<file path="src/gmpt_pkg.sv">
// ----------------------------------------------------------------------------
// gmpt_pkg
// shared constants and types of the grid max path traceback block
// ----------------------------------------------------------------------------
package gmpt_pkg;

    localparam int COST_BITS    = 16;
    localparam int SUM_BITS     = 22;
    localparam int DIM_BITS     = 6;
    localparam int APB_DW       = 32;
    localparam int APB_AW       = 3;
    localparam int DEF_MAX_ROWS = 32;
    localparam int DEF_MAX_COLS = 32;

    // register indexes, taken from paddr[2]
    localparam logic CFG_ROWS = 1'b0;
    localparam logic CFG_COLS = 1'b1;

    // result kinds and moves
    localparam logic KIND_TOTAL = 1'b0;
    localparam logic KIND_MOVE  = 1'b1;
    localparam logic MOVE_RIGHT = 1'b0;
    localparam logic MOVE_DOWN  = 1'b1;

    typedef logic signed [COST_BITS-1:0] t_cost;
    typedef logic signed [SUM_BITS-1:0]  t_sum;
    typedef logic [DIM_BITS-1:0]         t_dim;

endpackage

</file>
<file path="src/gmpt_if.sv">
// ----------------------------------------------------------------------------
// gmpt_in_if / gmpt_out_if
// valid/ready channels for grid cells and for path results
// ----------------------------------------------------------------------------
interface gmpt_in_if;
    import gmpt_pkg::*;

    logic  valid;
    logic  ready;
    t_cost cell_cost;

    modport source (output valid, output cell_cost, input ready);
    modport sink   (input valid, input cell_cost, output ready);
endinterface

interface gmpt_out_if;
    import gmpt_pkg::*;

    logic valid;
    logic ready;
    logic result_kind;
    logic move_down;
    t_sum total_cost;
    logic last_result;

    modport source (output valid, output result_kind, output move_down,
                    output total_cost, output last_result, input ready);
    modport sink   (input valid, input result_kind, input move_down,
                    input total_cost, input last_result, output ready);
endinterface

</file>
<file path="src/grid_max_path_traceback_top.sv">
// ----------------------------------------------------------------------------
// grid_max_path_traceback_top
// maximum-cost right/down path through a grid, with traceback of the moves
//
// Cells of a grid_rows by grid_cols grid arrive on i_cell_if in row-major
// order. Each cell is taken in its transfer, then handled in S_CELL by the
// shared add/compare unit, which updates the row buffer and stores one
// direction bit. i_cell_if.ready is low while in S_CELL.
// After the last cell the sequencer walks the direction memory back from the
// bottom-right corner; each move is a registered memory read (S_TRD), then a
// push onto the move stack (S_TST). It then sends the total cost, followed
// by the moves from the start, each by a stack read (S_MRD), then an output
// load (S_MOUT); the final result has last_result set. A stall on o_res_if
// holds the output register and stops the sequencer; the next run's cells
// are taken once the last result is loaded, even while it still waits.
// Reset sets both dimensions to 1 and starts a run at the top-left cell.
// Configuration is to be written over the APB port only while the block is
// idle; the block itself does not enforce this. A write while idle restarts
// the run.
// ----------------------------------------------------------------------------
module grid_max_path_traceback_top #(
    parameter int MAX_ROWS = gmpt_pkg::DEF_MAX_ROWS,
    parameter int MAX_COLS = gmpt_pkg::DEF_MAX_COLS
) (
    input  logic                        i_clk,
    input  logic                        i_rst_n,
    input  logic                        psel,
    input  logic                        penable,
    input  logic                        pwrite,
    input  logic [gmpt_pkg::APB_AW-1:0] paddr,
    input  logic [gmpt_pkg::APB_DW-1:0] pwdata,
    output logic [gmpt_pkg::APB_DW-1:0] prdata,
    output logic                        pready,
    gmpt_in_if.sink                     i_cell_if,
    gmpt_out_if.source                  o_res_if
);
    import gmpt_pkg::*;

    localparam int RW     = (MAX_ROWS > 1) ? $clog2(MAX_ROWS) : 1;
    localparam int CW     = (MAX_COLS > 1) ? $clog2(MAX_COLS) : 1;
    localparam int MOVES  = MAX_ROWS + MAX_COLS - 2;
    localparam int MW     = (MOVES > 0) ? $clog2(MOVES + 1) : 1;
    localparam int SDEPTH = (MOVES > 0) ? MOVES : 1;
    localparam int SW     = (SDEPTH > 1) ? $clog2(SDEPTH) : 1;
    localparam int DIMW   = 10;
    localparam int FDEPTH = 2 ** (RW + CW);

    localparam logic [2:0] S_IDLE  = 3'd0;
    localparam logic [2:0] S_CELL  = 3'd1;
    localparam logic [2:0] S_TRD   = 3'd2;
    localparam logic [2:0] S_TST   = 3'd3;
    localparam logic [2:0] S_TOTAL = 3'd4;
    localparam logic [2:0] S_MRD   = 3'd5;
    localparam logic [2:0] S_MOUT  = 3'd6;

    // configuration
    t_dim r_rows;
    t_dim r_cols;
    logic cfg_wr;

    // sequencer and datapath
    logic [2:0]    r_state, n_state;
    logic [RW-1:0] r_row, n_row;
    logic [CW-1:0] r_col, n_col;
    logic [RW-1:0] r_tr, n_tr;
    logic [CW-1:0] r_tc, n_tc;
    logic [MW-1:0] r_cnt, n_cnt;
    t_sum          r_left, n_left;
    t_sum          r_total, n_total;
    t_sum          r_up;
    t_cost         r_cost;
    logic          r_fa;
    logic          r_sdata;

    // output register
    logic r_ovalid, n_ovalid;
    logic r_okind, n_okind;
    logic r_omove, n_omove;
    t_sum r_ototal, n_ototal;
    logic r_olast, n_olast;

    // memories
    t_sum rs_mem [MAX_COLS];
    logic fa_mem [FDEPTH];
    logic st_mem [SDEPTH];

    logic [DIMW-1:0]     rows_ext, cols_ext, rows_eff, cols_eff;
    logic [RW-1:0]       row_last;
    logic [CW-1:0]       col_last;
    logic                in_xfer, out_free;
    logic                sel_up, first_cell, end_row, end_grid;
    t_sum                base, sum_sat;
    logic [SUM_BITS:0]   sum_w;
    logic                step_dir;
    logic [MW-1:0]       pop_idx;
    logic                rs_we, fa_we, st_we;

    assign pready = 1'b1;
    assign cfg_wr = psel && penable && pwrite;

    always_comb begin
        unique case (paddr[2])
            CFG_ROWS: prdata = {{(APB_DW-DIM_BITS){1'b0}}, r_rows};
            CFG_COLS: prdata = {{(APB_DW-DIM_BITS){1'b0}}, r_cols};
            default:  prdata = '0;
        endcase
    end

    always_ff @(posedge i_clk) begin
        if (!i_rst_n) begin
            r_rows <= t_dim'(1);
            r_cols <= t_dim'(1);
        end else if (cfg_wr) begin
            unique case (paddr[2])
                CFG_ROWS: r_rows <= pwdata[DIM_BITS-1:0];
                CFG_COLS: r_cols <= pwdata[DIM_BITS-1:0];
                default:  r_rows <= r_rows;
            endcase
        end
    end

    // dimensions in use
    always_comb begin
        rows_ext = DIMW'(r_rows);
        cols_ext = DIMW'(r_cols);
        if (rows_ext == '0) begin
            rows_eff = DIMW'(1);
        end else if (rows_ext > DIMW'(MAX_ROWS)) begin
            rows_eff = DIMW'(MAX_ROWS);
        end else begin
            rows_eff = rows_ext;
        end
        if (cols_ext == '0) begin
            cols_eff = DIMW'(1);
        end else if (cols_ext > DIMW'(MAX_COLS)) begin
            cols_eff = DIMW'(MAX_COLS);
        end else begin
            cols_eff = cols_ext;
        end
        row_last = RW'(rows_eff - DIMW'(1));
        col_last = CW'(cols_eff - DIMW'(1));
    end

    assign i_cell_if.ready = (r_state == S_IDLE);
    assign in_xfer         = i_cell_if.valid && i_cell_if.ready;
    assign out_free        = !r_ovalid || o_res_if.ready;

    // shared add/compare unit
    always_comb begin
        first_cell = (r_row == '0) && (r_col == '0);
        sel_up     = (r_row != '0) && ((r_col == '0) || (r_up >= r_left));
        if (first_cell) begin
            base = '0;
        end else if (sel_up) begin
            base = r_up;
        end else begin
            base = r_left;
        end
        sum_w = {base[SUM_BITS-1], base}
              + {{(SUM_BITS+1-COST_BITS){r_cost[COST_BITS-1]}}, r_cost};
        if (sum_w[SUM_BITS] != sum_w[SUM_BITS-1]) begin
            sum_sat = sum_w[SUM_BITS] ? {1'b1, {(SUM_BITS-1){1'b0}}}
                                      : {1'b0, {(SUM_BITS-1){1'b1}}};
        end else begin
            sum_sat = sum_w[SUM_BITS-1:0];
        end
        end_row  = (r_col == col_last);
        end_grid = end_row && (r_row == row_last);
        if (r_tc == '0) begin
            step_dir = MOVE_DOWN;
        end else if (r_tr == '0) begin
            step_dir = MOVE_RIGHT;
        end else begin
            step_dir = r_fa;
        end
        pop_idx = r_cnt - MW'(1);
    end

    // sequencer
    always_comb begin
        n_state  = r_state;
        n_row    = r_row;
        n_col    = r_col;
        n_tr     = r_tr;
        n_tc     = r_tc;
        n_cnt    = r_cnt;
        n_left   = r_left;
        n_total  = r_total;
        n_ovalid = r_ovalid && !o_res_if.ready;
        n_okind  = r_okind;
        n_omove  = r_omove;
        n_ototal = r_ototal;
        n_olast  = r_olast;
        rs_we    = 1'b0;
        fa_we    = 1'b0;
        st_we    = 1'b0;
        unique case (r_state)
            S_IDLE: begin
                if (cfg_wr) begin
                    n_row  = '0;
                    n_col  = '0;
                    n_left = '0;
                    n_cnt  = '0;
                end else if (in_xfer) begin
                    n_state = S_CELL;
                end
            end
            S_CELL: begin
                rs_we = 1'b1;
                fa_we = 1'b1;
                if (end_grid) begin
                    n_row   = '0;
                    n_col   = '0;
                    n_left  = '0;
                    n_total = sum_sat;
                    n_tr    = row_last;
                    n_tc    = col_last;
                    n_cnt   = '0;
                    n_state = S_TRD;
                end else begin
                    n_left  = sum_sat;
                    n_state = S_IDLE;
                    if (end_row) begin
                        n_col = '0;
                        n_row = r_row + RW'(1);
                    end else begin
                        n_col = r_col + CW'(1);
                    end
                end
            end
            S_TRD: begin
                if ((r_tr == '0) && (r_tc == '0)) begin
                    n_state = S_TOTAL;
                end else begin
                    n_state = S_TST;
                end
            end
            S_TST: begin
                st_we   = 1'b1;
                n_cnt   = r_cnt + MW'(1);
                n_state = S_TRD;
                if (step_dir == MOVE_DOWN) begin
                    n_tr = r_tr - RW'(1);
                end else begin
                    n_tc = r_tc - CW'(1);
                end
            end
            S_TOTAL: begin
                if (out_free) begin
                    n_ovalid = 1'b1;
                    n_okind  = KIND_TOTAL;
                    n_omove  = MOVE_RIGHT;
                    n_ototal = r_total;
                    n_olast  = (r_cnt == '0);
                    n_state  = (r_cnt == '0) ? S_IDLE : S_MRD;
                end
            end
            S_MRD: begin
                n_state = S_MOUT;
            end
            S_MOUT: begin
                if (out_free) begin
                    n_ovalid = 1'b1;
                    n_okind  = KIND_MOVE;
                    n_omove  = r_sdata;
                    n_ototal = '0;
                    n_olast  = (r_cnt == MW'(1));
                    n_cnt    = pop_idx;
                    n_state  = (r_cnt == MW'(1)) ? S_IDLE : S_MRD;
                end
            end
            default: begin
                n_state = S_IDLE;
            end
        endcase
    end

    always_ff @(posedge i_clk) begin
        if (!i_rst_n) begin
            r_state  <= S_IDLE;
            r_row    <= '0;
            r_col    <= '0;
            r_left   <= '0;
            r_cnt    <= '0;
            r_ovalid <= 1'b0;
        end else begin
            r_state  <= n_state;
            r_row    <= n_row;
            r_col    <= n_col;
            r_left   <= n_left;
            r_cnt    <= n_cnt;
            r_ovalid <= n_ovalid;
        end
    end

    always_ff @(posedge i_clk) begin
        r_tr     <= n_tr;
        r_tc     <= n_tc;
        r_total  <= n_total;
        r_okind  <= n_okind;
        r_omove  <= n_omove;
        r_ototal <= n_ototal;
        r_olast  <= n_olast;
        if (in_xfer) begin
            r_cost <= i_cell_if.cell_cost;
        end
    end

    // row buffer
    always_ff @(posedge i_clk) begin
        if (in_xfer) begin
            r_up <= rs_mem[r_col];
        end
        if (rs_we) begin
            rs_mem[r_col] <= sum_sat;
        end
    end

    // direction bits
    always_ff @(posedge i_clk) begin
        if (r_state == S_TRD) begin
            r_fa <= fa_mem[{r_tr, r_tc}];
        end
        if (fa_we) begin
            fa_mem[{r_row, r_col}] <= sel_up;
        end
    end

    // move stack
    always_ff @(posedge i_clk) begin
        if (r_state == S_MRD) begin
            r_sdata <= st_mem[pop_idx[SW-1:0]];
        end
        if (st_we) begin
            st_mem[r_cnt[SW-1:0]] <= step_dir;
        end
    end

    assign o_res_if.valid       = r_ovalid;
    assign o_res_if.result_kind = r_okind;
    assign o_res_if.move_down   = r_omove;
    assign o_res_if.total_cost  = r_ototal;
    assign o_res_if.last_result = r_olast;

    a_busy_after_cell: assert property (@(posedge i_clk) disable iff (!i_rst_n)
        in_xfer |=> !i_cell_if.ready)
        else $error("cell taken while the previous one is still at work");

    a_move_no_total: assert property (@(posedge i_clk) disable iff (!i_rst_n)
        (r_ovalid && (r_okind == KIND_MOVE)) |-> (r_ototal == '0))
        else $error("move result carries a total cost");

    a_stack_bound: assert property (@(posedge i_clk) disable iff (!i_rst_n)
        (r_state == S_TST) |-> (r_cnt < MW'(MOVES)))
        else $error("move stack overrun");

    a_total_first: assert property (@(posedge i_clk) disable iff (!i_rst_n)
        (r_state == S_TOTAL) && out_free |=> r_ovalid && (r_okind == KIND_TOTAL))
        else $error("total cost result not loaded");

endmodule

</file>
<file path="src/flat_wrapper.sv">
// flat-port wrapper written by rule: the top's interface ports become plain ports
module grid_max_path_traceback_top_flat import gmpt_pkg::*;
#(
    parameter int MAX_ROWS = gmpt_pkg::DEF_MAX_ROWS,
    parameter int MAX_COLS = gmpt_pkg::DEF_MAX_COLS
)
  (i_clk, i_rst_n, psel, penable, pwrite, paddr, pwdata, prdata, pready, i_cell_if_valid, i_cell_if_cell_cost, i_cell_if_ready, o_res_if_valid, o_res_if_result_kind, o_res_if_move_down, o_res_if_total_cost, o_res_if_last_result, o_res_if_ready);
  gmpt_in_if i_cell_if_i ();
  gmpt_out_if o_res_if_i ();
  input  logic i_clk;
  input  logic i_rst_n;
  input  logic psel;
  input  logic penable;
  input  logic pwrite;
  input  logic [gmpt_pkg::APB_AW-1:0] paddr;
  input  logic [gmpt_pkg::APB_DW-1:0] pwdata;
  output logic [gmpt_pkg::APB_DW-1:0] prdata;
  output logic pready;
  input wire logic [$bits(i_cell_if_i.valid)-1:0] i_cell_if_valid;
  input wire logic [$bits(i_cell_if_i.cell_cost)-1:0] i_cell_if_cell_cost;
  output wire logic [$bits(i_cell_if_i.ready)-1:0] i_cell_if_ready;
  output wire logic [$bits(o_res_if_i.valid)-1:0] o_res_if_valid;
  output wire logic [$bits(o_res_if_i.result_kind)-1:0] o_res_if_result_kind;
  output wire logic [$bits(o_res_if_i.move_down)-1:0] o_res_if_move_down;
  output wire logic [$bits(o_res_if_i.total_cost)-1:0] o_res_if_total_cost;
  output wire logic [$bits(o_res_if_i.last_result)-1:0] o_res_if_last_result;
  input wire logic [$bits(o_res_if_i.ready)-1:0] o_res_if_ready;
  assign i_cell_if_i.valid = i_cell_if_valid;
  assign i_cell_if_i.cell_cost = i_cell_if_cell_cost;
  assign i_cell_if_ready = i_cell_if_i.ready;
  assign o_res_if_valid = o_res_if_i.valid;
  assign o_res_if_result_kind = o_res_if_i.result_kind;
  assign o_res_if_move_down = o_res_if_i.move_down;
  assign o_res_if_total_cost = o_res_if_i.total_cost;
  assign o_res_if_last_result = o_res_if_i.last_result;
  assign o_res_if_i.ready = o_res_if_ready;
  grid_max_path_traceback_top #(.MAX_ROWS(MAX_ROWS), .MAX_COLS(MAX_COLS)) u_core (.i_clk(i_clk), .i_rst_n(i_rst_n), .psel(psel), .penable(penable), .pwrite(pwrite), .paddr(paddr), .pwdata(pwdata), .prdata(prdata), .pready(pready), .i_cell_if(i_cell_if_i), .o_res_if(o_res_if_i));
endmodule
</file>
<file path="config.mk">
export PLATFORM = sky130hd
export DESIGN_NAME = grid_max_path_traceback_top_flat
export DESIGN_NICKNAME = d
export VERILOG_FILES = /design/src/gmpt_pkg.sv /design/src/gmpt_if.sv /design/src/grid_max_path_traceback_top.sv /design/src/flat_wrapper.sv
export SDC_FILE = /design/constraint.sdc
export NUM_CORES = 2
export LEC_CHECK = 0
export ABC_AREA = 1
export BUFFER_PORTS_ARGS = -buffer_cell sky130_fd_sc_hd__buf_4
export CAP_MARGIN = 10
export CORE_MARGIN = 2
export CORE_UTILIZATION = 63
export DETAILED_ROUTE_END_ITERATION = 7
export PLACE_DENSITY = 0.83
export SETUP_SLACK_MARGIN = 0.1
export SKIP_CTS_REPAIR_TIMING = 1
export SLEW_MARGIN = 20
export SYNTH_ARGS = -nofsm -noshare
export SYNTH_HDL_FRONTEND = slang
export SYNTH_SLANG_ARGS = --single-unit
</file>
<file path="constraint.sdc">
create_clock -name i_clk -period 12.7 [get_ports i_clk]
set_clock_uncertainty 0.1 [all_clocks]
set_input_delay 1.27 -clock i_clk [delete_from_list [all_inputs] [get_ports i_clk]]
set_output_delay 1.27 -clock i_clk [all_outputs]
set_load 0.02 [all_outputs]
</file>
==> metrics <==
critical path peak fanout=between 150 and 200; Worst Hold Class=flop to flop; area of the multi-input gates=about 24000 sq um; most common cell after layout, fill and taps aside=edfxtp_1; FF+latch area=57800 sq um; FF-to-FF setup slack=slightly above 5000 ps; CTS H-tree depth=4; Psw=4.42 mW; Seq/Total Area, Yosys=68.1%; DIE HEIGHT=371 um; All-Layer GR Usage=33.8%; CTS tree=yes; Seq pwr share=around 50%; global-route wire length before repair=~350 mm; most frequent CP cell=nor2_1; Critical Path RT=about 13000 ps; clock-pin slew on the worst setup and hold paths=approximately 60 ps; setup_tns=0 ps; die area=between 100000 and 150000 sq um; Worst VDD drop=~0.19 mV; clk_lat worst skew=between 800 and 900 ps; setup violators final=0; Mapped Cells=8084; Pwr Density=about 170 nW/um^2; most frequent cells in the layout=edfxtp_1, nand2_1, nor2_1; Area Overhead vs Synth=8.51%; Net Sw Frac=28.0%; max_slew headroom=between 15 and 20%; largest net degree at the start of global routing=192; Fillers=around 9100; CTS sink count=1941; synthesized area=approximately 85000 sq um; slowest CP cell=nand2_1; most used routing layer=met2; #FFs+latches synth=roughly 1900; grt ovf=0; Max Clk Rate=132 MHz; Routed Antenna Nets=0; P_leak=32.0 nW; Final Hold Viols=0; RD Place Congestion=0.881; met1 usage=between 40% and 50%; First DRT Iteration DRCs=a little under 10000; root buffer cell=clkbuf_16; nets=~8000; Cell Area, Placed=approximately 86000 sq um; GR Util met3=under 10%; share of cells above drive strength 1=7.23%; status=finished, final reports clean; Initial Util=63.5%; Core Region=approximately 130000 sq um; crit path launch type=flop; # IOs=about 120; total CTS buffers=between 150 and 200; number of max-cap violations=0; DP HPWL=119 mm; Final min period=between 7000 and 8000 ps; Clk pwr share=around a third; DRT Wirelength=approximately 230 mm; vias per cell=around 6.3; Pre-antenna DRT Iters=8; Worst-Margin Slew=about 1300 ps; via total after detailed routing=between 60000 and 70000; Antenna Cells=0; top_reg_cell synth=edfxtp_1; GR Util met2=a little over half; Finished Cell Area=~90000 sq um; asr flop ratio synth=0%; DRC=0; Post-Syn Area per Cell=10.5 sq um; vias in the first global route=60000; crit-path cells=nor2_1 -> inv_1 -> nor2_4 -> inv_2 -> nor2_1 -> nor2_1 -> nand3_1 -> nand2_1 -> inv_8 -> nor2_1 -> nor2_1 -> ha_1 -> a21oi_1 -> a21boi_1 -> nand2_1 -> nand2_1 -> nand4_1 -> nand2_2 -> nor2_2 -> inv_2 -> nand2_1; Tot Pwr=15.8 mW; Pint=11.4 mW; crit-path max cell delay=~840 ps; crit path DAT=approximately 7700 ps; Placement Rows=between 100 and 150; crit end category=flop; initial antenna violation count=1; Max clock buf depth=3; Post-synth EDFFs=between 1500 and 2000; unrepaired setup endpoints after global routing=false; Tcrit/Tclk final=around three fifths; IO Port Bufs=just over 60; Combinational Power Share=between 10% and 20%; pins over their slew limit=0; library cells used by synthesis=54; Setup CP Type=flop to flop; die width=371 um; DR WL/cell=approximately 24 um; Yosys warnings=0
==> cells in the mapped netlist, drive strengths merged, types with 3 or more instances <==
master / n / area (sq um)
edfxtp: 1887 / 56700
nand2: 1869 / 7090
nor2: 1679 / 6330
nand3: 703 / 3540
o21ai: 452 / 2270
clkbuf: 419 / 1570
inv: 208 / 781
buf: 188 / 1030
o22ai: 188 / 1180
a21oi: 178 / 895
ha: 60 / 751
dfxtp: 54 / 1080
a221oi: 45 / 394
a22o: 36 / 315
nand4: 28 / 190
xor2: 20 / 175
nor3: 13 / 95.1
o211ai: 9 / 67.6
xnor2: 6 / 52.6
a21boi: 5 / 37.5
a21o: 5 / 37.5
o21bai: 5 / 37.5
o221ai: 5 / 43.8
nand3b: 3 / 22.5
or2: 3 / 18.8
==> logic make-up (layout without fill, tap and decap cells) <==
logic type	after synthesis	after routing	synth area share (%)
other	2	27	0.00886
multiplexers	2	2	0.0236
AO/OA/AOI/OAI	935	935	6.28
adder cells (fa/ha/maj)	61	61	0.909
AND/OR/NAND/NOR	4300	4300	20.4
flip-flops	1941	1941	68.1
XOR/XNOR	26	26	0.269
buffers and inverters	817	727	4.00
==> metal layers <==
| metal | routed length, um | vias up |
|---|---|---|
| met2 | 110000 | 4555 |
| met1 | 76900 | 29200 |
| li1 | - | 27200 |
| met5 | 13 | - |
| met3 | 31000 | 1015 |
| met4 | 16500 | 2 |
==> state kept, by name, summed over array words and instances, names as in the netlist <==
signal and count:
u_core.r_row 5, u_core.r_cnt 6, u_core.o_res_if.total_cost 22, u_core.r_tr 5
u_core.o_res_if.move_down 1, u_core.r_fa 1, u_core.st_mem 62, u_core.o_res_if.last_result 1
u_core.r_tc 5, u_core.r_rows 6, u_core.o_res_if.result_kind 1, u_core.rs_mem 704
u_core.r_cols 6, u_core.o_res_if.valid 1, u_core.r_state 3, u_core.r_sdata 1
u_core.r_col 5, u_core.r_left 22, u_core.r_cost 16, u_core.r_total 22
u_core.fa_mem 1024, u_core.r_up 22
==> per-stage QoR <==
step | util, % | setup WS (ps) | hold slack [ps] | cells
floorplan | - | 1710 | 358 | 8109
global placement | 64.5 | 5000 | 371 | 9444
detailed placement | 64.5 | 4750 | 372 | 9444
CTS | 68.9 | 4750 | 381 | 9786
global route | 68.9 | 4680 | 399 | 9787
finish | 68.9 | 5130 | 386 | 9787
==> critical path, delay by kind of cell (launching register included) <==
family / cells / cell delay (ps)
and+or+nand+nor: 14 / 4160
buffers and inverters: 4 / 1500
AOI/OAI and AO/OA: 2 / 440
DFF: 1 / 410
adders and majority gates: 1 / 340
==> power by group through the flow <==
| stage | sequential [mW] | clock, mW | combinational [mW] |
|---|---|---|---|
| after floorplan | 8.14 | 0 | 1.58 |
| after global placement | 8.04 | 0 | 2.27 |
| after detailed placement | 8.05 | 0 | 2.36 |
| after CTS | 7.91 | 5.44 | 2.38 |
| after global routing | 7.91 | 5.67 | 2.64 |
| final | 7.91 | 5.43 | 2.46 |
==> final timing paths <==
check                   startpoint            endpoint  cells past startpoint
setup / recovery   u_core.r_col[3]  u_core.r_total[20]                     21
hold / removal    u_core.r_left[3]    u_core.r_left[3]                      2
setup reg to reg   u_core.r_col[3]  u_core.r_total[20]                     21
hold reg to reg   u_core.r_left[3]    u_core.r_left[3]                      2
==> cell type report <==
cell class,instances,share of cell area (%)
well taps,1768,2.40
repair buffers,175,1.49
multi-input cells,5351,26.0
inverters,210,0.893
clock inverters,109,1.02
clock buffers,233,5.42
flip-flops and latches,1941,62.8
Power figures use the tool's default switching activity.
